===== src/sv/les_queue.sv =====
// Two-entry item queue between the front end and the back end.
module les_queue #(
  parameter int DW = 32
) (
  input  logic          clk_i,
  input  logic          rst_ni,
  input  logic          push_valid_i,
  output logic          push_ready_o,
  input  logic [DW-1:0] push_data_i,
  output logic          pop_valid_o,
  input  logic          pop_ready_i,
  output logic [DW-1:0] pop_data_o
);

  logic [DW-1:0] ent_q [2];
  logic          wr_ptr_q, wr_ptr_d, rd_ptr_q, rd_ptr_d;
  logic [1:0]    count_q, count_d;
  logic          push, pop;

  assign push_ready_o = (count_q != 2'd2);
  assign pop_valid_o  = (count_q != 2'd0);
  assign pop_data_o   = ent_q[rd_ptr_q];
  assign push         = push_valid_i && push_ready_o;
  assign pop          = pop_valid_o && pop_ready_i;

  always_comb begin
    wr_ptr_d = push ? ~wr_ptr_q : wr_ptr_q;
    rd_ptr_d = pop ? ~rd_ptr_q : rd_ptr_q;
    count_d  = count_q + 2'(push) - 2'(pop);
  end

  always_ff @(posedge clk_i or negedge rst_ni) begin
    if (!rst_ni) begin
      wr_ptr_q <= 1'b0;
      rd_ptr_q <= 1'b0;
      count_q  <= 2'd0;
    end else begin
      wr_ptr_q <= wr_ptr_d;
      rd_ptr_q <= rd_ptr_d;
      count_q  <= count_d;
    end
  end

  always_ff @(posedge clk_i) begin
    if (push) begin
      ent_q[wr_ptr_q] <= push_data_i;
    end
  end

endmodule


===== config.mk =====
export PLATFORM = sky130hd
export DESIGN_NAME = les_queue
export DESIGN_NICKNAME = d
export VERILOG_FILES = /design/src/sv/les_queue.sv
export SDC_FILE = /design/constraint.sdc
export NUM_CORES = 1
export LEC_CHECK = 0
export BUFFER_PORTS_ARGS = -buffer_cell sky130_fd_sc_hd__buf_2
export CAP_MARGIN = 0
export CORE_MARGIN = 1
export CORE_UTILIZATION = 30
export DETAILED_ROUTE_END_ITERATION = 10
export GPL_ROUTABILITY_DRIVEN = 0
export PLACE_DENSITY = 0.57
export SLEW_MARGIN = 25
export SYNTH_ARGS = -nofsm -noshare
export SYNTH_HDL_FRONTEND = slang
export SYNTH_SLANG_ARGS = --single-unit
export TNS_END_PERCENT = 50

===== constraint.sdc =====
create_clock -name clk_i -period 2.6 [get_ports clk_i]
set_input_delay 0.26 -clock clk_i [delete_from_list [all_inputs] [get_ports clk_i]]
set_output_delay 0.26 -clock clk_i [all_outputs]
set_load 0.05 [all_outputs]

After elaboration in Yosys (flattened, before gate mapping)
Memories as Yosys holds them, arrays and structs flattened.
Index checks and enable logic that the tools add are counted.
Widths: inputs -> output; s select.
{"block": "totals", "reg_bits": 4, "mem_bits_rw": 64, "out_inout_bits": 34, "elab_cells": 14, "memories": 1}
{"memory": "ent_q", "depth": 2, "width": 32, "read_ports": 1, "rd_ports_with_merged_regs": 0, "wr": 1, "line_no": "15", "text": "logic [DW-1:0] ent_q [2];"}
{"block": "classes", "addsub": 2, "n_eq_ne": 1, "muxes": 2, "bitwise_logic": 2, "reduce_logical": 3}
{"operator": "$add 2x1->2", "n": 1}
{"operator": "$logic_and 1x1->1", "n": 2}
{"operator": "$mux 1", "n": 2}
{"operator": "$ne 2x2->1 const B", "n": 1}
{"operator": "$not 1->1", "n": 2}
{"operator": "$reduce_bool 2->1", "n": 1}
{"operator": "$sub 2x1->2", "n": 1}

Depth between registers and ports, before layout
Gate-level depths: netlist of the first run.
{"block": "logic_depth", "ltp_word": 4, "mapped_depth": 7, "mapped_depth_nobuf": 7}

Worst setup path after synthesis of the first run
OpenSTA, ideal clock, no wires.
{"block": "synth_timing", "kind": "register to register", "startpoint": "register count_q[0]", "endpoint": "memory ent_q[0][0], enable pin", "setup_ns": 0.421, "arrival_time_ns": 2.378, "required_ns": 2.179, "path_slack_ns": -0.200, "path_stages_with_launch": 4, "path_buffers": 0, "synth_period_minus_slack_ns": 2.800, "cell_sequence": "dfrtp_1 -> nand2b_1 -> nand2_1 -> nor2_1"}
{"block": "synth_between", "elab_chain_len": 4}
{"item": "start, declared", "line_no": "17", "text": "logic [1:0] count_q, count_d;"}
{"item": "start signal, assigned", "line_no": "40", "text": "count_q <= count_d;"}
{"item": "$ne 2x2->1", "line_no": "20", "text": "assign push_ready_o = (count_q != 2'd2);"}
{"item": "net push_ready_o", "line_no": "8", "text": "output logic push_ready_o,"}
{"item": "$logic_and 1x1->1", "line_no": "23", "text": "assign push = push_valid_i && push_ready_o;"}
{"item": "$mux 1", "line_no": "45", "text": "if (push) begin"}
{"item": "$mux 1 (not written as such)", "line_no": "46", "text": "ent_q[wr_ptr_q] <= push_data_i;"}
{"item": "end, declared", "line_no": "15"}
The timed path passes the listed nets, and every way through them passes these cells.

Final worst setup path of the first run
{"block": "layout_timing", "startpoint": "register rd_ptr_q", "endpoint": "output port pop_data_o[31]"}
{"block": "layout_between", "elab_chain_len": 1}
{"item": "start, declared", "line_no": "16", "text": "logic wr_ptr_q, wr_ptr_d, rd_ptr_q, rd_ptr_d;"}
{"item": "start signal, assigned", "line_no": "39", "text": "rd_ptr_q <= rd_ptr_d;"}
{"item": "$mem_v2 2x32"}
{"item": "end, declared", "line_no": "12", "text": "output logic [DW-1:0] pop_data_o"}
No other way between the ends.

==> out/results.tsv, run 1 <==
metric	value	unit
row cnt	33	
Synth Instances	117	
pin count of the biggest net entering global routing	33	
Final Setup Violations	0	
clock tree buffer depth	2	
CP Capture Type	primary output	
CTS sink cnt	68	
core area	0.00818	mm^2
Hold WC Path Type	in2reg	
largest family of logic cells by synthesized area	multiplexers	
design area	0.00320	mm^2
Inserted Diodes	0	
Die Footprint	0.00877	mm^2
Hold Fails Final Rpt	0	
cell area after synthesis	0.00252	mm^2
First-pass DRT Iterations	3	
routed via count	1271	
XOR/XNOR Fraction of Synth Area	1.39	%
Yosys reg bits	68	
final instance count without filler cells	307	
initial antenna violation count	0	
Synth cell types	15	
DP HPWL	2700	um
Slew HR	48.9	%
Pleak	1.20	nW
Final Cycle Share	70.4	%
IR drop worst, VDD	0.733	mV
crit path DAT	1.57	ns
share of cells above drive strength 1	59.9	%
ANT nets after route	0	
Resized cells post-CTS	0	
P_sw	1.74	mW
Worst R2R Setup Slack	0.91	ns
Mapped Avg Cell Area	21.5	um^2
CTS clk-pin slew, worst paths	0.07	ns
placed insts	290	
Cell Pwr Density	1310	mW/mm^2
syn_nets	155	
ranking of synthesized cells by area	edfxtp_1 (76%), mux2_2 (14%), dfrtp_1 (4.0%), buf_6 (1.3%), xnor2_1 (1.0%)	
total CTS buffers	9	
hold path depth	1	
Power Total	4.20	mW
Combinational Power Share	43.1	%
TNS Setup	0	ns
Worst Path Required	2.34	ns
CP Max Fanout	21	
drt initial violations	16	
WS Path Type	reg2out	
top cell type by total area after synthesis	edfxtp_1	
Root Buffer	clkbuf_8	
mux cell area share after synthesis	14.3	%
Critical R2R Launch	count_q[1]	
worst slew pin tran	0.766	ns
area grow syn2layout	27.1	%
GRT Residual Overflow	0	
CTS H-tree depth	3	
worst-skew pair later-pin latency	0.33	ns
Synth Area in Simple Gates	1.39	%
register area share after synthesis	80.2	%
Synth Area in Compound Gates	0	%
first-pass GRT wire length	6390	um
I/O Buffers	69	
clk_skew	0.00532	ns
boundary pin count	70	
share of the synthesized area in the top cell type	76.3	%
hold endpoint	ent_q[0][20]	
CTS tree	yes	
routed vias/inst	4.14	
Adder-Cell Fraction of Synth Area	0.993	%
RR Endpoint	count_q[1]	
Die W	93.7	um
Tot GR Track Use	10.4	%
drt total wl	4120	um
run status	finished, final reports clean	
P_int	2.46	mW
wire length per cell	13.4	um
Clk pwr share	19.6	%
register share of total power	37.3	%
r2r worst-path depth	7	
Max Fclk	546	MHz
DRC violation count after routing	0	
unrepaired setup endpoints after global routing	false	
Yosys warnings	0	
crit path time final	1.83	ns
final core occ	39.2	%
vias in the first global route	1350	
Slew Limit Fails	0	
Die H	93.7	um
hold wc startpoint	push_data_i[20]	
Layout Nets	235	
startpoint types	register	
Post-DP Area	0.00300	mm^2
max_cap viols	0	
Initial Util	30.8	%
sw frac	41.5	%
routing by layer:
metal | share of wire, % | GRT usage (%)
met5 | 0 | 0
met4 | 0.51 | 3.85
met3 | 6.3 | 5.02
met2 | 50 | 17.3
met1 | 43 | 11.4
cell usage after synthesis:
| cell type | n |
|---|---|
| and2_4 | 1 |
| and3_1 | 1 |
| buf_2 | 1 |
| buf_6 | 3 |
| dfrtp_1 | 4 |
| edfxtp_1 | 64 |
| ha_1 | 2 |
| inv_1 | 1 |
| mux2_2 | 32 |
| nand2_1 | 1 |
| nand2b_1 | 1 |
| nor2_1 | 1 |
| or2_1 | 1 |
| xnor2_1 | 3 |
| xor2_1 | 1 |
flip-flops by register name, indices dropped and copies added (netlist names):
| name | count |
|---|---|
| ent_q | 64 |
| count_q | 2 |
| rd_ptr_q | 1 |
| wr_ptr_q | 1 |
worst max-delay path by stage:
stage | from | endpoint | slack, ns
finish | rd_ptr_q | pop_data_o[31] | 0.77
global route | rd_ptr_q | pop_data_o[31] | 0.66
CTS | rd_ptr_q | pop_data_o[31] | 0.72
detailed placement | count_q[1] | count_q[1] | 0.92
global placement | count_q[1] | ent_q[1][9] | 0.96
floorplan | count_q[0] | ent_q[0][0] | 0.32
cells in the final DEF (no fill, tap or decap):
master / netlist / layout
and2_4: 1 / 1
and3_2: 0 / 1
buf_12: 0 / 1
buf_2: 1 / 69
buf_4: 0 / 2
bufinv_16: 0 / 1
clkbuf_8: 0 / 9
clkinv_1: 0 / 2
clkinv_2: 0 / 1
clkinvlp_4: 0 / 2
dfrtp_1: 4 / 4
dlygate4sd3_1: 0 / 1
edfxtp_1: 64 / 64
ha_1: 2 / 2
inv_1: 1 / 1
inv_6: 0 / 1
mux2_2: 32 / 32
nand2_1: 1 / 1
nand2b_1: 1 / 1
nor2_4: 0 / 1
or2_1: 1 / 1
xnor2_1: 3 / 3
xor2_1: 1 / 1
critical path: stages, from the launching register on:
cell	delay [ns]
dfrtp_1	0.35
buf_4	0.29
mux2_2	0.39
buf_2	0.21
cell type report:
class | instances | area [um^2]
Clock buffer | 9 | 124
Clock inverter | 7 | 66.3
Fill cell | 769 | 4970
Inverter | 1 | 3.75
Multi-Input combinational cell | 44 | 464
Sequential cell | 68 | 2020
Tap cell | 105 | 131
Timing Repair Buffer | 73 | 390
cell families after synthesis:
logic type | count (synthesis)
fa+ha+maj | 2
simple gates | 6
xor+xnor | 4
flops | 68
mux | 32
buf+inv | 5
power groups by stage:
stage	logic, mW	registers (mW)	clock network [mW]
5_1_grt	1.92	1.59	0.902
3_3_place_gp	1.84	1.58	0
6_report	1.81	1.57	0.823
3_5_place_dp	1.84	1.59	0
4_1_cts	1.85	1.57	0.854
2_1_floorplan	1.48	1.57	0
repair_timing:
item                                   CTS  global route
setup buffers                            0             0
endpoints found under the hold margin    4             0
hold buffers                             1             0
through the flow:
stage,hold WS [ns],worst slack (ns)
after floorplan,-0.0356,0.321
after global placement,0.0736,0.959
after detailed placement,0.0734,0.923
after CTS,0.0857,0.716
after global routing,0.0750,0.665
final,0.109,0.769
(Power assumes the default switching activity.)
==> run 2: changes to the inputs <==
==> constraint.sdc (replaced) <==
create_clock -name clk_i -period 1.78 [get_ports clk_i]
set_input_delay 0.178 -clock clk_i [delete_from_list [all_inputs] [get_ports clk_i]]
set_output_delay 0.178 -clock clk_i [all_outputs]
set_load 0.05 [all_outputs]
==> run 2 against run 1 <==
Final cell count grew 0.65%. Global-route usage grew 0.23 points. Sequential cell count stayed put. Clock skew is essentially flat. Design area increased by 0.98%. Total power rose by 50%. Die area unchanged. Clock power rose by 62%. Utilization increased by 0.38 points. Sequential power up 46%. Clock-buffer cell count grew 1. Critical endpoint is now count_q[1].
==> out/results.tsv, run 2 (same netlist as run 1, synthesis figures left out) <==
metric	value	unit
run status	finished, final reports clean	
worst slew pin tran	0.275	ns
worst-skew pair later-pin latency	0.33	ns
Pleak	1.23	nW
first-pass GRT wire length	6640	um
Cell Pwr Density	1950	mW/mm^2
Hold Fails Final Rpt	0	
P_sw	2.56	mW
I/O Buffers	69	
register share of total power	36.4	%
Buf+Inv Stages, Crit Path	1	
First-pass DRT Iterations	4	
GRT Residual Overflow	0	
Clk pwr share	21.0	%
max reg flops	64	
clk_skew	0.00581	ns
routed vias/inst	4.19	
crit path DAT	1.97	ns
Post-DP Area	0.00301	mm^2
unrepaired setup endpoints after global routing	true	
placed insts	293	
vias in the first global route	1362	
clock tree buffer depth	2	
initial antenna violation count	0	
ANT nets after route	0	
Inserted Diodes	0	
Root Buffer	clkbuf_8	
pin count of the biggest net entering global routing	21	
Slew HR	81.7	%
final setup margin	0.0555	ns
crit path time final	1.72	ns
drt initial violations	40	
CP Capture Type	register	
CP peak stage delay	0.41	ns
Place WS	0.0846	ns
Worst Path Required	2.03	ns
total CTS buffers	9	
most frequent cells in the layout	buf_2 (69), edfxtp_1 (64), mux2_2 (32)	
Slew Limit Fails	0	
design area	0.00323	mm^2
IR drop worst, VDD	0.798	mV
Initial Util	30.8	%
Final Cycle Share	96.9	%
Layout Nets	238	
Power Total	6.31	mW
drt total wl	4280	um
Hold WC Path Type	in2reg	
Critical-path top delay cell	dfrtp_1	
DP HPWL	2830	um
Die H	93.7	um
largest reg by FF count	ent_q	
boundary pin count	70	
leading cell type in the layout, fill and taps excluded	buf_2	
Max Fclk	580	MHz
CTS sink cnt	68	
WS Path Type	reg2reg	
crit-path cells	or2_1, and2_4, ha_1, inv_1, ha_1, xnor2_1, xnor2_1	
row cnt	33	
hold slack	0.0316	ns
P_int	3.75	mW
area grow syn2layout	28.3	%
share of cells above drive strength 1	61.3	%
Final Setup Violations	0	
max_cap viols	0	
startpoint types	register	
Die Footprint	0.00877	mm^2
CP Max Fanout	3	
CTS clk-pin slew, worst paths	0.07	ns
Worst R2R Setup Slack	0.06	ns
core area	0.00818	mm^2
Die W	93.7	um
Tot GR Track Use	10.6	%
final instance count without filler cells	309	
CTS H-tree depth	3	
Combinational Power Share	42.6	%
CTS tree	yes	
routed via count	1295	
sw frac	40.6	%
CP top delay family	adder cells	
DRC violation count after routing	0	
Top Registers	ent_q x64, count_q x2	
wire length per cell	13.8	um
[run 2: worst paths after layout]
path                       depth (start not counted)           end             from
max                                                7    count_q[1]       count_q[1]
min                                                1  ent_q[1][29]  push_data_i[29]
max reg2reg                                        7    count_q[1]       count_q[1]
min reg2reg                                        1    count_q[0]       count_q[0]
max in group asynchronous                          2      rd_ptr_q           rst_ni
min in group asynchronous                          2    count_q[0]           rst_ni
[run 2: cell type report]
cell class	count	area, um^2
clock buffer	10	128
clock inverter	5	77.6
fill	772	4940
inverter	1	3.75
multi-input combinational	44	467
sequential	68	2020
tap	105	131
timing repair buffer	76	404
[run 2: routing by layer]
metal	wire (um)	up-vias	part of all wire, %	track usage [%]
met1	1920	621	45	12.6
met5	0	-	0	0
met3	310	3	7.2	5.26
met4	24	0	0.56	5.00
li1	-	619	-	-
met2	2020	52	47	16.0
[run 2: through the flow]
step / util (%) / TNS [ns]
floorplan: - / -0.122
global placement: 36.9 / 0
detailed placement: 36.9 / 0
CTS: 39.5 / 0
global route: 39.5 / -0.00935
finish: 39.5 / 0
[run 2: timing repair]
action	4_1_cts	5_1_grt
hold buffers	1	0
gates resized for setup	0	1
endpoints found under the setup margin	0	20
hold endpoints to repair	4	0
buffers inserted	0	0
[run 2: power groups by stage]
stage | Combinational, mW | Sequential [mW] | Clock [mW]
2_1_floorplan | 2.17 | 2.30 | 0
3_3_place_gp | 2.71 | 2.31 | 0
3_5_place_dp | 2.71 | 2.33 | 0
4_1_cts | 2.72 | 2.30 | 1.37
5_1_grt | 2.83 | 2.33 | 1.44
6_report | 2.69 | 2.29 | 1.33
==> run 3: changes to the inputs <==
--- a/config.mk
+++ b/config.mk
@@ -9,9 +9,9 @@
 export CAP_MARGIN = 0
 export CORE_MARGIN = 1
 export CORE_UTILIZATION = 30
+export CTS_CLUSTER_DIAMETER = 80
 export DETAILED_ROUTE_END_ITERATION = 10
 export GPL_ROUTABILITY_DRIVEN = 0
-export PLACE_DENSITY = 0.57
 export SLEW_MARGIN = 25
 export SYNTH_ARGS = -nofsm -noshare
 export SYNTH_HDL_FRONTEND = slang
==> run 3 against run 2 <==
First-iteration DRC count fell by 23%. Clock power decreased by 21%. Setup slack gained 0.011 ns. Clock-buffer cell count decreased by 1. Global-route usage fell by 0.57 points. Via count shrank 1.6%. Sequential power barely moved. Wire length down 4.6%. Critical path type is now reg2out. Largest power group unchanged.
==> out/results.tsv, run 3 (same netlist as run 1, synthesis figures left out) <==
metric	value	unit
CP Capture Type	primary output	
crit-path cells	buf_12, mux2_2, buf_2	
Slew HR	82.4	%
ANT nets after route	0	
core area	0.00818	mm^2
Worst Path Required	1.60	ns
GRT Residual Overflow	0	
Clk pwr share	17.1	%
drt total wl	4080	um
clk_skew	0.00669	ns
unrepaired setup endpoints after global routing	false	
Inserted Diodes	0	
Die H	93.7	um
CTS clk-pin slew, worst paths	0.08	ns
max reg flops	64	
max_cap viols	0	
Combinational Power Share	45.4	%
First-pass DRT Iterations	3	
CTS tree	yes	
DRC violation count after routing	0	
Die W	93.7	um
I/O Buffers	69	
boundary pin count	70	
Die Footprint	0.00877	mm^2
Top Registers	ent_q x64, count_q x2	
register share of total power	37.5	%
area grow syn2layout	29.0	%
P_int	3.58	mW
Fillers	788	
CTS sink cnt	68	
Hold WC Path Type	in2reg	
Slew Limit Fails	0	
leading cell type in the layout, fill and taps excluded	buf_2	
Max Fclk	583	MHz
pin count of the biggest net entering global routing	33	
final setup margin	0.0661	ns
DP HPWL	2660	um
Root Buffer	clkbuf_8	
Tot GR Track Use	10.0	%
clock tree buffer depth	2	
run status	finished, final reports clean	
largest reg by FF count	ent_q	
Place WS	0.0665	ns
Final Setup Violations	0	
P_sw	2.58	mW
most frequent cells in the layout	buf_2 (69), edfxtp_1 (64), mux2_2 (32)	
worst slew pin tran	0.266	ns
startpoint types	register	
IR drop worst, VDD	0.957	mV
worst-skew pair later-pin latency	0.34	ns
Final Cycle Share	96.3	%
vias in the first global route	1332	
CP Max Fanout	18	
first-pass GRT wire length	6310	um
share of cells above drive strength 1	62.9	%
crit path DAT	1.54	ns
sw frac	41.9	%
drt initial violations	31	
CTS H-tree depth	3	
crit path time final	1.71	ns
Hold Fails Final Rpt	0	
CP peak stage delay	0.45	ns
WS Path Type	reg2out	
routed vias/inst	4.11	
Critical-path top delay cell	dfrtp_2	
hold slack	0.0254	ns
routed via count	1274	
Pleak	1.23	nW
Cell Pwr Density	1900	mW/mm^2
row cnt	33	
total CTS buffers	9	
Layout Nets	238	
wire length per cell	13.2	um
Initial Util	30.8	%
initial antenna violation count	0	
-- run 3: cell count changes in the layout (fill, tap and decap cells not counted), moves of 2 or more --
cell | before | now
clkinv_2 | 2 | 4
buf_12 | 0 | 4
buf_4 | 5 | 2
bufinv_16 | 2 | 0
-- run 3: per-stage QoR --
step | std cells | instance area, um^2 | total power [mW] | util, % | setup TNS, ns
6_report | 310 | 3250 | 6.17 | 39.8 | 0
5_1_grt | 310 | 3250 | 6.47 | 39.8 | 0
4_1_cts | 308 | 3230 | 6.21 | 39.5 | 0
3_5_place_dp | 291 | 3050 | 5.13 | 37.3 | 0
3_3_place_gp | 291 | 3050 | 5.11 | 37.3 | 0
2_1_floorplan | 117 | 2530 | 4.47 | - | -0.122
-- run 3: metal layers --
layer	GRT usage, %	vias to the layer above	part of all wire (%)
li1	-	618	-
met5	0	-	0
met1	11.2	604	42
met3	5.26	9	8.6
met2	15.6	43	48
met4	5.00	0	1.7
-- run 3: power by group through the flow --
stage	Clock, mW	Combinational, mW	Sequential (mW)
6_report	1.05	2.80	2.31
5_1_grt	1.16	2.96	2.35
4_1_cts	1.10	2.79	2.32
3_5_place_dp	0	2.78	2.35
3_3_place_gp	0	2.77	2.34
2_1_floorplan	0	2.17	2.30
-- run 3: final cells by class --
type / count / area, um^2 / share of cell area (%)
Inverter: 1 / 3.75 / 0.115
Tap cell: 105 / 131 / 4.04
Clock buffer: 9 / 124 / 3.81
Sequential cell: 68 / 2020 / 62.2
Timing Repair Buffer: 76 / 450 / 13.9
Multi-Input combinational cell: 44 / 474 / 14.6
Clock inverter: 7 / 43.8 / 1.35
-- run 3: critical path, delay by kind of cell (launching register included) --
kind,cells,cell delay (ns)
multiplexers,1,0.35
flip-flops,1,0.45
buffers and inverters,2,0.39
-- run 3: worst paths after layout --
kind / from / endpoint / slack (ns) / cells past startpoint
min in group asynchronous: rst_ni / wr_ptr_q / 0.18 / 2
setup reg to reg: count_q[0] / count_q[1] / 0.09 / 7
hold / removal: push_data_i[13] / ent_q[0][13] / 0.03 / 1
hold reg to reg: count_q[0] / count_q[0] / 0.53 / 1
setup / recovery: rd_ptr_q / pop_data_o[26] / 0.07 / 3
max in group asynchronous: rst_ni / rd_ptr_q / 1.47 / 2
-- run 3: repair_timing --
action,CTS,global route
endpoints found under the setup margin,30,9
resized for setup,1,1
hold buffers,1,0
pin swaps,0,1
setup buffers,0,2
hold endpoints to repair,4,0
