<file path="config.mk">
export PLATFORM = sky130hd
export DESIGN_NAME = les_front
export DESIGN_NICKNAME = d
export VERILOG_FILES = /design/src/sv/les_pkg.sv /design/src/sv/les_front.sv
export SDC_FILE = /design/constraint.sdc
export NUM_CORES = 1
export LEC_CHECK = 0
export ABC_AREA = 1
export BUFFER_PORTS_ARGS = -buffer_cell sky130_fd_sc_hd__buf_2
export CAP_MARGIN = 20
export CORE_MARGIN = 3
export CORE_UTILIZATION = 55
export CTS_BUF_LIST = sky130_fd_sc_hd__clkbuf_4 sky130_fd_sc_hd__clkbuf_8 sky130_fd_sc_hd__clkbuf_16
export CTS_CLUSTER_SIZE = 25
export DETAILED_ROUTE_END_ITERATION = 16
export PLACE_DENSITY = 0.87
export RECOVER_POWER = 25
export SYNTH_ARGS = -nofsm -noshare
export SYNTH_HDL_FRONTEND = slang
export SYNTH_SLANG_ARGS = --single-unit
</file>
<file path="constraint.sdc">
create_clock -name clk_i -period 4.9 [get_ports clk_i]
set_input_delay 0.98 -clock clk_i [delete_from_list [all_inputs] [get_ports clk_i]]
set_output_delay 0.98 -clock clk_i [all_outputs]
set_load 0.005 [all_outputs]
</file>
<file path="src/sv/les_pkg.sv">
// Shared types and constants of the local extremum seed labeler.
package les_pkg;

  localparam int MAX_WIDTH_DEF   = 2048;
  localparam int MAX_HEIGHT_DEF  = 2048;
  localparam int SAMPLE_BITS_DEF = 16;

  localparam int CFG_BITS   = 12;
  localparam int POS_BITS   = 11;
  localparam int LABEL_BITS = 22;
  localparam int NEIGHBOURS = 8;
  localparam int SIZE_MIN   = 3;

  localparam logic [LABEL_BITS-1:0] LABEL_MAX  = {LABEL_BITS{1'b1}};
  localparam logic [CFG_BITS-1:0]   SIZE_RESET = CFG_BITS'(2048);

  typedef enum logic [1:0] {
    REG_SEED_MODE    = 2'd0,
    REG_FRAME_WIDTH  = 2'd1,
    REG_FRAME_HEIGHT = 2'd2
  } cfg_reg_e;

  // Classification that the front end attaches to each item.
  typedef struct packed {
    logic win;         // a full 3x3 window is complete with this pixel
    logic frame_done;  // last pixel of the frame
  } les_tag_t;

endpackage

</file>
<file path="src/sv/les_front.sv">
// Front end: tracks the raster position and classifies each accepted pixel.
module les_front #(
  parameter int MAX_WIDTH   = les_pkg::MAX_WIDTH_DEF,
  parameter int MAX_HEIGHT  = les_pkg::MAX_HEIGHT_DEF,
  parameter int SAMPLE_BITS = les_pkg::SAMPLE_BITS_DEF,
  localparam int CW = $clog2(MAX_WIDTH),
  localparam int RW = $clog2(MAX_HEIGHT)
) (
  input  logic                          clk_i,
  input  logic                          rst_ni,
  input  logic                          in_valid_i,
  output logic                          in_ready_o,
  input  logic signed [SAMPLE_BITS-1:0] sample_i,
  input  logic [les_pkg::CFG_BITS-1:0]  frame_width_i,
  input  logic [les_pkg::CFG_BITS-1:0]  frame_height_i,
  output logic                          push_valid_o,
  input  logic                          push_ready_i,
  output logic signed [SAMPLE_BITS-1:0] push_sample_o,
  output logic [CW-1:0]                 push_col_o,
  output logic [RW-1:0]                 push_row_o,
  output les_pkg::les_tag_t             push_tag_o
);

  localparam int WW = (CW + 1 > les_pkg::CFG_BITS) ? CW + 1 : les_pkg::CFG_BITS;
  localparam int HW = (RW + 1 > les_pkg::CFG_BITS) ? RW + 1 : les_pkg::CFG_BITS;

  logic [CW-1:0] col_q, col_d;
  logic [RW-1:0] row_q, row_d;
  logic [WW-1:0] width_raw, width_clamped, col_next;
  logic [HW-1:0] height_raw, height_clamped, row_next;
  logic          last_col, frame_done, accept;

  assign accept = in_valid_i && push_ready_i;

  // Sizes outside the legal range act as the nearest bound.
  always_comb begin
    width_raw  = WW'(frame_width_i);
    height_raw = HW'(frame_height_i);
    if (width_raw < WW'(les_pkg::SIZE_MIN)) begin
      width_clamped = WW'(les_pkg::SIZE_MIN);
    end else if (width_raw > WW'(MAX_WIDTH)) begin
      width_clamped = WW'(MAX_WIDTH);
    end else begin
      width_clamped = width_raw;
    end
    if (height_raw < HW'(les_pkg::SIZE_MIN)) begin
      height_clamped = HW'(les_pkg::SIZE_MIN);
    end else if (height_raw > HW'(MAX_HEIGHT)) begin
      height_clamped = HW'(MAX_HEIGHT);
    end else begin
      height_clamped = height_raw;
    end
    col_next   = WW'(col_q) + WW'(1);
    row_next   = HW'(row_q) + HW'(1);
    last_col   = (col_next >= width_clamped);
    frame_done = last_col && (row_next >= height_clamped);
  end

  always_comb begin
    col_d = col_q;
    row_d = row_q;
    if (accept) begin
      if (frame_done) begin
        col_d = '0;
        row_d = '0;
      end else if (last_col) begin
        col_d = '0;
        row_d = row_q + RW'(1);
      end else begin
        col_d = col_q + CW'(1);
      end
    end
  end

  always_ff @(posedge clk_i or negedge rst_ni) begin
    if (!rst_ni) begin
      col_q <= '0;
      row_q <= '0;
    end else begin
      col_q <= col_d;
      row_q <= row_d;
    end
  end

  assign in_ready_o    = push_ready_i;
  assign push_valid_o  = in_valid_i;
  assign push_sample_o = sample_i;
  assign push_col_o    = col_q;
  assign push_row_o    = row_q;
  assign push_tag_o.win        = (col_q > CW'(1)) && (row_q > RW'(1));
  assign push_tag_o.frame_done = frame_done;

endmodule

</file>
[Word level (Yosys, flattened, before mapping)]
Index checks and enable logic that the tools add are counted.
Cells by class
  add/subtract/negate cells: 4
  magnitude comparators: 8
  multiplexer cells: 8
  reductions and logical operators: 5
Operators with widths (count)
  $mux 12: 4
  $mux 11: 4
  $add 11x1->12 const B: 2
  $ge 12x12->1: 2
  $gt 12x12->1 const B: 2
  $lt 12x2->1 const B: 2
  $add 11x1->11 const B: 2
  $gt 11x1->1 const B: 2
  $logic_and 1x1->1: 3
  $reduce_and 2->1: 1
  $reduce_bool 2->1: 1
Word-level totals
  register bits after elaboration: 22
  input bits: 44
  output and inout port bits: 42

[Depth between registers and ports, before layout]
Gate-level depths: netlist of run 1.
  depth after elaboration: 7
  depth in mapped cells: 18
  gate-level depth less buffers: 17

[Worst setup path after synthesis of run 1]
Ideal clock, no wire load.
  path type: input to output
  from: in frame_width_i[7] in the netlist's numbering
  to: out push_tag_o[0] in the netlist's numbering
  data arrival time: 2.790 ns
  data required time: 3.920 ns
  setup slack: 1.130 ns
  stages: 17
  path through: nor2_1 > nand2_1 > inv_1 > nand3b_1 > o21ai_1 > nand2_1 > ha_1 > nand2_1 > nor2_2 > nand2_2 > nor2_1 > nor2_2 > nand2_4 > buf_6 > o21ai_0 > inv_1 > buf_4
Between the ends
  longest elaborated chain between the ends: 5
RTL lines
  start, declared: line les_front.sv:14  | input logic [les_pkg::CFG_BITS-1:0] frame_width_i,
  $gt 12x12->1: line les_front.sv:41  | end else if (width_raw > WW'(MAX_WIDTH)) begin
  $mux 12: line les_front.sv:41
  $mux 12 (*): line les_front.sv:39  | if (width_raw < WW'(les_pkg::SIZE_MIN)) begin
  $ge 12x12->1 (*): line les_front.sv:55  | last_col = (col_next >= width_clamped);
  $logic_and 1x1->1 (*): line les_front.sv:56  | frame_done = last_col && (row_next >= height_clamped);
  end, declared: line les_front.sv:21  | output les_pkg::les_tag_t push_tag_o
Mark *: on every way between the ends. The rest lies on a longest branch, timed or not.

==> results.toml, run 1 <==
[logic_synthesis]
ys_seq_elements = 22
synth.avg_cell_area_um2 = 6.96
netlist_area_mm2 = 0.00239
synthMuxAreaShare_pct = 0
synth-simple-area-share_pct = 35.3
yosysWarnings = 0
synthCells = 344
ys_types = 34
synth_top_area_cell = "dfrtp_1"
synth_edf_count = 0
synth.yosys.seq_area_share_pct = 23.0
synth.most_common_cell = "nand2_1"
synth-main-ff-cell = "dfrtp_1"
synth_nets = 416
yosys-top-cells-count = "nand2_1, inv_1, nor2_1, ha_1, dfrtp_1"
yosysTopAreaCellShare_pct = 23.0
ys_top_cells_by_area = "dfrtp_1, nand2_1, ha_1, inv_1, buf_4"
synth_xor_area_share_pct = 6.06
synthArstFlopShare_pct = 100
synth-adder-area-share_pct = 14.6
synth_top_family_by_area = "simple AND/OR/NAND/NOR gates"
synth_compound_area_share_pct = 7.26

[final_layout]
fillers = 364
antennaDiodeCount = 0
drive_above_1_share_pct = 22.3
layout.nets = 450
multi_input_area_mm2 = 0.00151
syn2layout_area_growth_pct = 7.84
seq_area_um2 = 551

[timing]
worst_pin_slew_ns = 1.17
skew_ns = 0.00777
hold_violations = 0
fmaxAchievable_mhz = 245
finalSetupViolations = 0
relSlewSlack_pct = 22.3
fin_crit_sh_pct = 83.3
rsz0062_at_grt = "false"
slew_viol_final = 0
tns_ns = 0
min_period_ns = 4.08

[global_routing]
grt_max_degree = 23
grt.overflow.total = 0
antenna_found_initial = 0
grt_pass1_wl_um = 8690
grt_pass1_vias = 1998
grt_use_total_pct = 20.6

[placed_design]
hpwl_um = 4210
port_buffers = 53
globalplace.congestion = 0.892

[clock_network]
ctsResizeCount = 0
cts-buffers-inserted = 3
tritoncts = "done"
cts_root_buf = "clkbuf_8"
clock_latency_ns = 0.26
cts_buffer_depth = 2
clkSinkCount = 22
post_cts_buffers = 0
hold_buffers = 0
cts_htree_levels = 1
path_clk_slew_ns = 0.07

[die]
rows = 23
die_y_um = 72.0
fp.coreArea_mm2 = 0.00409
fp.dieW_um = 72.0
die-area_mm2 = 0.00518
start_util_pct = 58.6
io_pins = 86

[critical_path]
start_kind = "primary input"
crit_arrival_ns = 3.10
critPathKind = "primary input to output port"
cp.required_ns = 3.92
endpoint_kind = "output port"
r2r_cells = 12
crit_path_max_fanout = 13

[power_and_ir_drop]
leakage_nw = 1.50
p_clk_share_pct = 13.2
power_switching_w = 0.000364
p_sw_share_pct = 44.9
total_power_w = 0.000811
comb_power_share_pct = 52.1
p_seq_share_pct = 34.7
peakVddDrop_mv = 0.187
power_density_mw_per_mm2 = 314
internal_power_w = 0.000447

[routing]
routed_wl_um = 5120
postRouteAntennaNets = 0
drc_errors = 0
wl_per_cell_um = 12.0
drt_pass1_iterations = 6
drt_iter0_markers = 160
vias_per_cell = 5.18
vias = 2206

[flow_run]
maxCapViolations = 0

[status]
status = "completed"

[worst_hold_path]
hold_depth = 2
hp-class = "flop to flop"
[logic make-up (layout without fill, tap and decap cells)]
family / Yosys count / after routing
XOR/XNOR: 14 / 14
buffers and inverters: 64 / 96
flip-flops: 22 / 22
AND/OR/NAND/NOR: 189 / 189
AO/OA/AOI/OAI: 27 / 27
adder cells (fa/ha/maj): 28 / 28
[stage by stage]
stage          setup WS (ns)  cells  util [%]  instance area [um2]  hold WS (ns)
2_1_floorplan           1.13    344         -                 2390         0.511
3_3_place_gp           0.885    423      62.2                 2540         0.524
3_5_place_dp           0.811    423      62.2                 2540         0.527
4_1_cts                0.800    426      63.2                 2580         0.546
5_1_grt                0.451    426      63.2                 2580         0.571
6_report               0.820    426      63.2                 2580         0.552
[critical path, cell delays in order]
cell,delay (ns)
buf_2,0.10
nor2_1,0.11
nand2_1,0.06
inv_1,0.07
nand3b_1,0.07
o21ai_1,0.40
nand2_1,0.12
ha_1,0.31
nand2_1,0.07
nand2_1,0.06
nand2_1,0.07
nand3_1,0.08
nor2_2,0.17
nand2_4,0.15
o21ai_0,0.10
inv_1,0.05
buf_2,0.12
[cell usage in the layout (no fill, tap or decap), types with 2 or more instances in the layout]
| cell type | count |
|---|---|
| buf_2 | 52 |
| o21ai_0 | 8 |
| clkbuf_8 | 3 |
| nor2_2 | 9 |
| o21ai_2 | 3 |
| inv_1 | 39 |
| nand4_1 | 13 |
| xnor2_1 | 3 |
| nor2_1 | 31 |
| nand3_2 | 2 |
| nand2_2 | 5 |
| ha_1 | 28 |
| o21ai_1 | 2 |
| xor2_1 | 8 |
| nor3_1 | 4 |
| xor2_2 | 3 |
| nand2_1 | 109 |
| dfrtp_1 | 22 |
| a21oi_1 | 8 |
| nand2_4 | 2 |
| nand3_1 | 8 |
| o22ai_1 | 2 |
[power by group through the flow]
stage	registers [W]	logic (W)	clock network, W
after floorplan	0.000271	0.000309	0
after global placement	0.000280	0.000404	0
after detailed placement	0.000280	0.000423	0
after CTS	0.000279	0.000427	0.000110
after global routing	0.000286	0.000487	0.000117
final	0.000281	0.000423	0.000107
[registers in the layout, indices dropped and copies added (netlist names)]
signal      cells
push_col_o     11
push_row_o     11
[per-layer routing]
layer | global-route usage (%) | vias to the layer above | wire [um]
met5 | 0 | - | 0
met4 | 5.43 | 0 | 73
met2 | 35.0 | 73 | 2370
li1 | - | 1144 | -
met3 | 2.91 | 8 | 353
met1 | 27.5 | 981 | 2330
[path summary, 6_finish.rpt]
path | from | to | slack (ns)
min in group asynchronous | rst_ni | push_col_o[6] | 0.93
hold / removal | push_row_o[9] | push_row_o[9] | 0.55
setup / recovery | frame_width_i[7] | push_tag_o[0] | 0.82
hold reg to reg | push_row_o[9] | push_row_o[9] | 0.55
setup reg to reg | push_row_o[0] | push_row_o[0] | 2.16
max in group asynchronous | rst_ni | push_row_o[6] | 3.27
[cell type report]
class                      instances  area share, %
clock buffer                       3           1.60
sequential                        22           21.3
tap                               50           2.42
inverter                          40           5.81
timing repair buffer              53           10.2
multi-input combinational        258           58.6
No activity file was read; power rests on OpenSTA's default activity.
==> inputs of run 2 (changes only) <==
- ABC_AREA: 1 -> 0
- CORE_UTILIZATION: 55 -> 45
- PLACE_DENSITY: 0.87 -> 0.77
- clock period: 4.9 -> 3.45 ns (I/O delays scaled with it)
==> run 2 against run 1 <==
Effect of this change:
- the run now ends with negative setup slack left
- routed wire length grew 17%
- utilization grew 1.4 points
- clock-buffer cell count is the same
- register-to-register slack lost 1.9 ns
- total power grew 67%
- final area grew 20%
- combinational power grew 71%
- critical path type unchanged
- critical endpoint unchanged
- largest cell class unchanged
- highest routed layer unchanged
==> results.toml, run 2 <==
[status]
status = "finished with violations"
violations = "negative setup slack"

[flow_run]
maxCapViolations = 0

[logic_synthesis]
synth-main-ff-cell = "dfrtp_1"
synth_nets = 352
synth_xor_area_share_pct = 6.98
synth.avg_cell_area_um2 = 8.07
synth_edf_count = 0
ys_seq_elements = 22
synth_top_family_by_area = "simple AND/OR/NAND/NOR gates"
yosysTopAreaCellShare_pct = 24.4
synth_top_area_cell = "dfrtp_1"
synth_compound_area_share_pct = 16.8
synth-adder-area-share_pct = 15.5
synth-simple-area-share_pct = 26.2
synthMuxAreaShare_pct = 0
ys_top_cells_by_area = "dfrtp_1, ha_1, nand2_1, buf_4, xnor2_1"
synth.most_common_cell = "nand2_1"
synth.yosys.seq_area_share_pct = 24.4
netlist_area_mm2 = 0.00226
yosysWarnings = 0
synthCells = 280
ys_types = 43
yosys-top-cells-count = "nand2_1, ha_1, dfrtp_1, buf_4"
synthArstFlopShare_pct = 100

[timing]
worst_pin_slew_ns = 1.16
fin_crit_sh_pct = 105
skew_ns = 0.00678
slew_viol_final = 0
hold_violations = 0
finalSetupViolations = 1
fmaxAchievable_mhz = 277
fin_ws_ns = -0.156
relSlewSlack_pct = 22.9
whs_ns = 0.521
min_period_ns = 3.61
rsz0062_at_grt = "true"

[placed_design]
globalplace.congestion = 0.786
port_buffers = 53
place_area_mm2 = 0.00273
hpwl_um = 4590

[die]
rows = 25
io_pins = 86
die-area_mm2 = 0.00591
fp.coreArea_mm2 = 0.00479
die_y_um = 76.9
fp.dieW_um = 76.9
start_util_pct = 47.2

[clock_network]
clkSinkCount = 22
cts_root_buf = "clkbuf_8"
tritoncts = "done"
cts-buffers-inserted = 3
path_clk_slew_ns = 0.08
clock_latency_ns = 0.27
cts_buffer_depth = 2
cts_htree_levels = 1
hold_buffers = 0

[final_layout]
multi_input_area_mm2 = 0.00173
seq_area_um2 = 552
antennaDiodeCount = 0
final_cell_area_mm2 = 0.00309
layout_commonest_cell = "buf_2"
layout.nets = 424
layout_common_cells = "buf_2, nand2_1, buf_4"
drive_above_1_share_pct = 39.6
fillers = 371
syn2layout_area_growth_pct = 36.8

[critical_path]
cp.depth = 12
start_kind = "primary input"
cp_num_buf_inv = 2
ff2ff_setup_slack_ns = 0.30
endpoint_kind = "output port"
rr_endpoint = "push_row_o[3]"
critPathTopFamily = "simple AND/OR/NAND/NOR gates"
rr_startpoint = "push_col_o[1]"
slowest_delay_ns = 0.29
cp_cell_sequence = "buf_2, nor4_4, nand3_2, o31ai_4, nand2_2, ha_4, and4_1, o2111ai_1, nor3_2, or3_4, and2_4, buf_6"
crit_path_max_fanout = 3
crit_slowest_cell = "ha_4"
cp.required_ns = 2.76
r2r_cells = 15
crit_arrival_ns = 2.92
critPathKind = "primary input to output port"

[global_routing]
antenna_found_initial = 0
grt_pass1_vias = 2129
grt_max_degree = 23
grt_use_total_pct = 19.7
grt_pass1_wl_um = 9720
grt.overflow.total = 0

[worst_hold_path]
hp-class = "flop to flop"
hold_depth = 1
whs_endpoint = "push_row_o[0]"
hp-start = "push_row_o[0]"

[routing]
vias = 2236
postRouteAntennaNets = 0
vias_per_cell = 5.35
wl_per_cell_um = 14.3
drc_errors = 0
routed_wl_um = 5980
drt_iter0_markers = 140
drt_pass1_iterations = 4

[power_and_ir_drop]
peakVddDrop_mv = 0.375
power_density_mw_per_mm2 = 439
leakage_nw = 1.50
run 2: final cells by class:
| type | count | share of cell area, % |
|---|---|---|
| well taps | 67 | 2.71 |
| inverters | 13 | 1.58 |
| flip-flops and latches | 22 | 17.9 |
| clock inverters | 1 | 0.972 |
| repair buffers | 95 | 19.7 |
| clock buffers | 3 | 1.34 |
| multi-input cells | 217 | 55.8 |
run 2: worst reg2reg max path, delay by kind of cell, from the launching register on:
kind,cells,cell delay (ns)
AOI/OAI and AO/OA,3,0.59
buffers and inverters,4,0.55
xor gates and xnor gates,1,0.14
DFF,1,0.36
adders and majority gates,2,0.47
and+or+nand+nor,5,0.93
run 2: metrics by stage:
step                setup WS [ns]  total power (W)  setup TNS, ns  instances  utilization [%]
floorplan                  -0.125         0.000809         -0.125        280                -
global placement           -0.247          0.00101         -0.294        406             57.0
global route               -0.277          0.00147         -0.277        418             64.6
detailed placement         -0.323          0.00105         -0.660        406             57.0
finish                     -0.156          0.00136         -0.156        418             64.6
CTS                        -0.227          0.00131         -0.227        415             60.9
run 2: how the worst max path moves through the flow:
stage | start | to
after CTS | frame_height_i[8] | push_tag_o[0]
final | frame_width_i[6] | push_tag_o[0]
after floorplan | frame_height_i[7] | push_tag_o[0]
after detailed placement | frame_height_i[7] | push_tag_o[0]
after global placement | frame_width_i[8] | push_tag_o[0]
after global routing | frame_width_i[6] | push_tag_o[0]
run 2: cells by family after synthesis:
family                     count (synthesis)
and+or+nand+nor                          121
AOI/OAI and AO/OA                         50
buffers and inverters                     41
adders and majority gates                 28
DFF                                       22
xor gates and xnor gates                  18
run 2: layer usage:
layer | up-vias | track usage [%] | routed length, um
met1 | 1060 | 24.6 | 2620
met2 | 64 | 34.4 | 2950
met3 | 10 | 4.23 | 318
li1 | 1102 | - | -
met5 | - | 0 | 0
met4 | 0 | 4.89 | 92
run 2: report_power, final:
group	leakage [nW]	switching [W]	internal, W
Combinational	1.19	0.000371	0.000354
Sequential	0.274	0.0000827	0.000309
Clock	0.0357	0.0000852	0.000155
Total	1.50	0.000539	0.000818
run 2: what timing repair did:
action | CTS | global route
buffers inserted | 5 | 3
setup endpoints to repair | 1 | 1
pin swaps | 11 | 21
gates resized for setup | 13 | 31
==> inputs of run 3 (changes only) <==
- CELL_PAD_IN_SITES_DETAIL_PLACEMENT: unset -> 1
- CELL_PAD_IN_SITES_GLOBAL_PLACEMENT: unset -> 1
- CORE_UTILIZATION: 45 -> 32
- CTS_BUF_LIST: sky130_fd_sc_hd__clkbuf_4 sky130_fd_sc_hd__clkbuf_8 sky130_fd_sc_hd__clkbuf_16 -> unset
- PLACE_DENSITY: 0.77 -> unset
- PLACE_DENSITY_LB_ADDON: unset -> 0.1
==> run 3 against run 2 <==
Effect of this change:
- highest routed layer unchanged
- non-clock buffer count up 5
- routed wire length up 8.7%
- global-route usage down 3.9 points
- utilization down 18 points
- the flow still finishes with violations (negative setup slack)
- first-iteration DRC count down 55%
- clock power down 21%
- fmax down 2.1%
==> results.toml, run 3 (synthesis results as in run 2) <==
[status]
status = "finished with violations"
violations = "negative setup slack"

[global_routing]
antenna_found_initial = 0
grt_pass1_vias = 2249
grt_use_total_pct = 15.8
grt.overflow.total = 0
grt_max_degree = 23
grt_pass1_wl_um = 10800

[timing]
fin_ws_ns = -0.231
worst_pin_slew_ns = 1.28
fmaxAchievable_mhz = 272
tns_ns = -0.231
hold_violations = 0
rsz0062_at_grt = "true"
slew_viol_final = 0
fin_crit_sh_pct = 107
min_period_ns = 3.68
finalSetupViolations = 1
skew_ns = 0.00419
relSlewSlack_pct = 14.5

[die]
io_pins = 86
die-area_mm2 = 0.00811
fp.coreArea_mm2 = 0.00660
die_y_um = 90.0
fp.dieW_um = 90.0
rows = 29
start_util_pct = 34.2

[final_layout]
layout_common_cells = "buf_2, nand2_1, buf_4"
seq_area_um2 = 552
layout_commonest_cell = "buf_2"
drive_above_1_share_pct = 38.2
layout.nets = 429
antennaDiodeCount = 0
fillers = 854
layoutNonFillerInstCount = 449
multi_input_area_mm2 = 0.00168
syn2layout_area_growth_pct = 37.2

[critical_path]
cp.required_ns = 2.76
slowest_delay_ns = 0.54
cp_cell_sequence = "buf_6, nor4_4, nand3_2, o31ai_4, buf_6, nand2_4, ha_4, nand2_2, or4_4, o211ai_4, and2_4, buf_6"
start_kind = "primary input"
path_common_cell = "buf_6"
critPathKind = "primary input to output port"
crit_slowest_cell = "or4_4"
rr_startpoint = "push_col_o[0]"
crit_path_max_fanout = 3
crit_arrival_ns = 2.99
endpoint_kind = "output port"
crit_start = "frame_height_i[8]"

[routing]
drc_errors = 0
postRouteAntennaNets = 0
drt_iter0_markers = 63
wl_per_cell_um = 14.5
vias_per_cell = 4.93
vias = 2215
routed_wl_um = 6500
drt_pass1_iterations = 4

[flow_run]
maxCapViolations = 0

[clock_network]
cts_root_buf = "clkbuf_8"
clkSinkCount = 22
cts_htree_levels = 1
cts-buffers-inserted = 3
tritoncts = "done"
cts_buffer_depth = 2
hold_buffers = 0
path_clk_slew_ns = 0.08
clock_latency_ns = 0.26

[power_and_ir_drop]
leakage_nw = 1.51
power_density_mw_per_mm2 = 430
peakVddDrop_mv = 0.193

[placed_design]
hpwl_um = 5260
port_buffers = 53
dp_cells = 441
globalplace.congestion = 0.737

[worst_hold_path]
hp-class = "flop to flop"
hp-start = "push_row_o[9]"
-- run 3: changes by cell type in the layout (fill, tap and decap cells not counted), moves of 2 or more --
cell / change
buf_4: +5
a21oi_1: +2
a21oi_2: -2
ha_1: +2
ha_4: -2
nand2_1: +2
nand2_2: -2
-- run 3: repair_timing --
action                     in CTS  in global routing
gates resized for setup        15                 17
setup endpoints to repair       1                  1
setup buffers                   3                  1
pin swaps                       5                 13
-- run 3: final cells by class --
| cell class | count | share of cell area [%] |
|---|---|---|
| multi-input cells | 217 | 54.1 |
| inverters | 13 | 1.57 |
| repair buffers | 100 | 21.0 |
| clock buffers | 4 | 1.78 |
| flip-flops and latches | 22 | 17.8 |
| well taps | 93 | 3.75 |
-- run 3: routing by layer --
metal	part of all wire (%)	up-vias	wire length [um]	track usage (%)
met5	0	-	0	0
met3	3.3	4	212	2.50
met4	0.20	0	13	1.79
met1	53	1070	3460	23.6
met2	43	34	2810	24.7
li1	-	1107	-	-
-- run 3: where the power goes --
part | internal (W) | switching, W
Combinational | 0.000376 | 0.000395
Clock | 0.000102 | 0.0000869
Sequential | 0.000310 | 0.0000633
Total | 0.000788 | 0.000545
-- run 3: path summary, 6_finish.rpt --
kind,end,slack [ns],depth (start not counted)
setup / recovery,push_tag_o[0],-0.23,12
hold / removal,push_row_o[9],0.59,2
setup reg to reg,push_row_o[3],0.45,15
hold reg to reg,push_row_o[9],0.59,2
max in group asynchronous,push_col_o[1],1.93,1
min in group asynchronous,push_col_o[9],0.68,1
-- run 3: worst max-delay path: cells and delay by family --
| family | cells | cell delay (ns) |
|---|---|---|
| AOI/OAI and AO/OA | 2 | 0.46 |
| adders and majority gates | 1 | 0.25 |
| buffers and inverters | 3 | 0.35 |
| and+or+nand+nor | 6 | 1.24 |
-- run 3: per-stage QoR --
step	cell area [um2]	hold slack (ns)	utilization, %	power, W	worst slack [ns]
floorplan	2310	0.394	-	0.000809	-0.125
global placement	2840	0.537	43.0	0.00108	-0.345
detailed placement	2840	0.556	43.0	0.00110	-0.342
CTS	3000	0.418	45.4	0.00133	-0.228
global route	3100	0.661	46.9	0.00147	-0.309
finish	3100	0.586	46.9	0.00133	-0.231
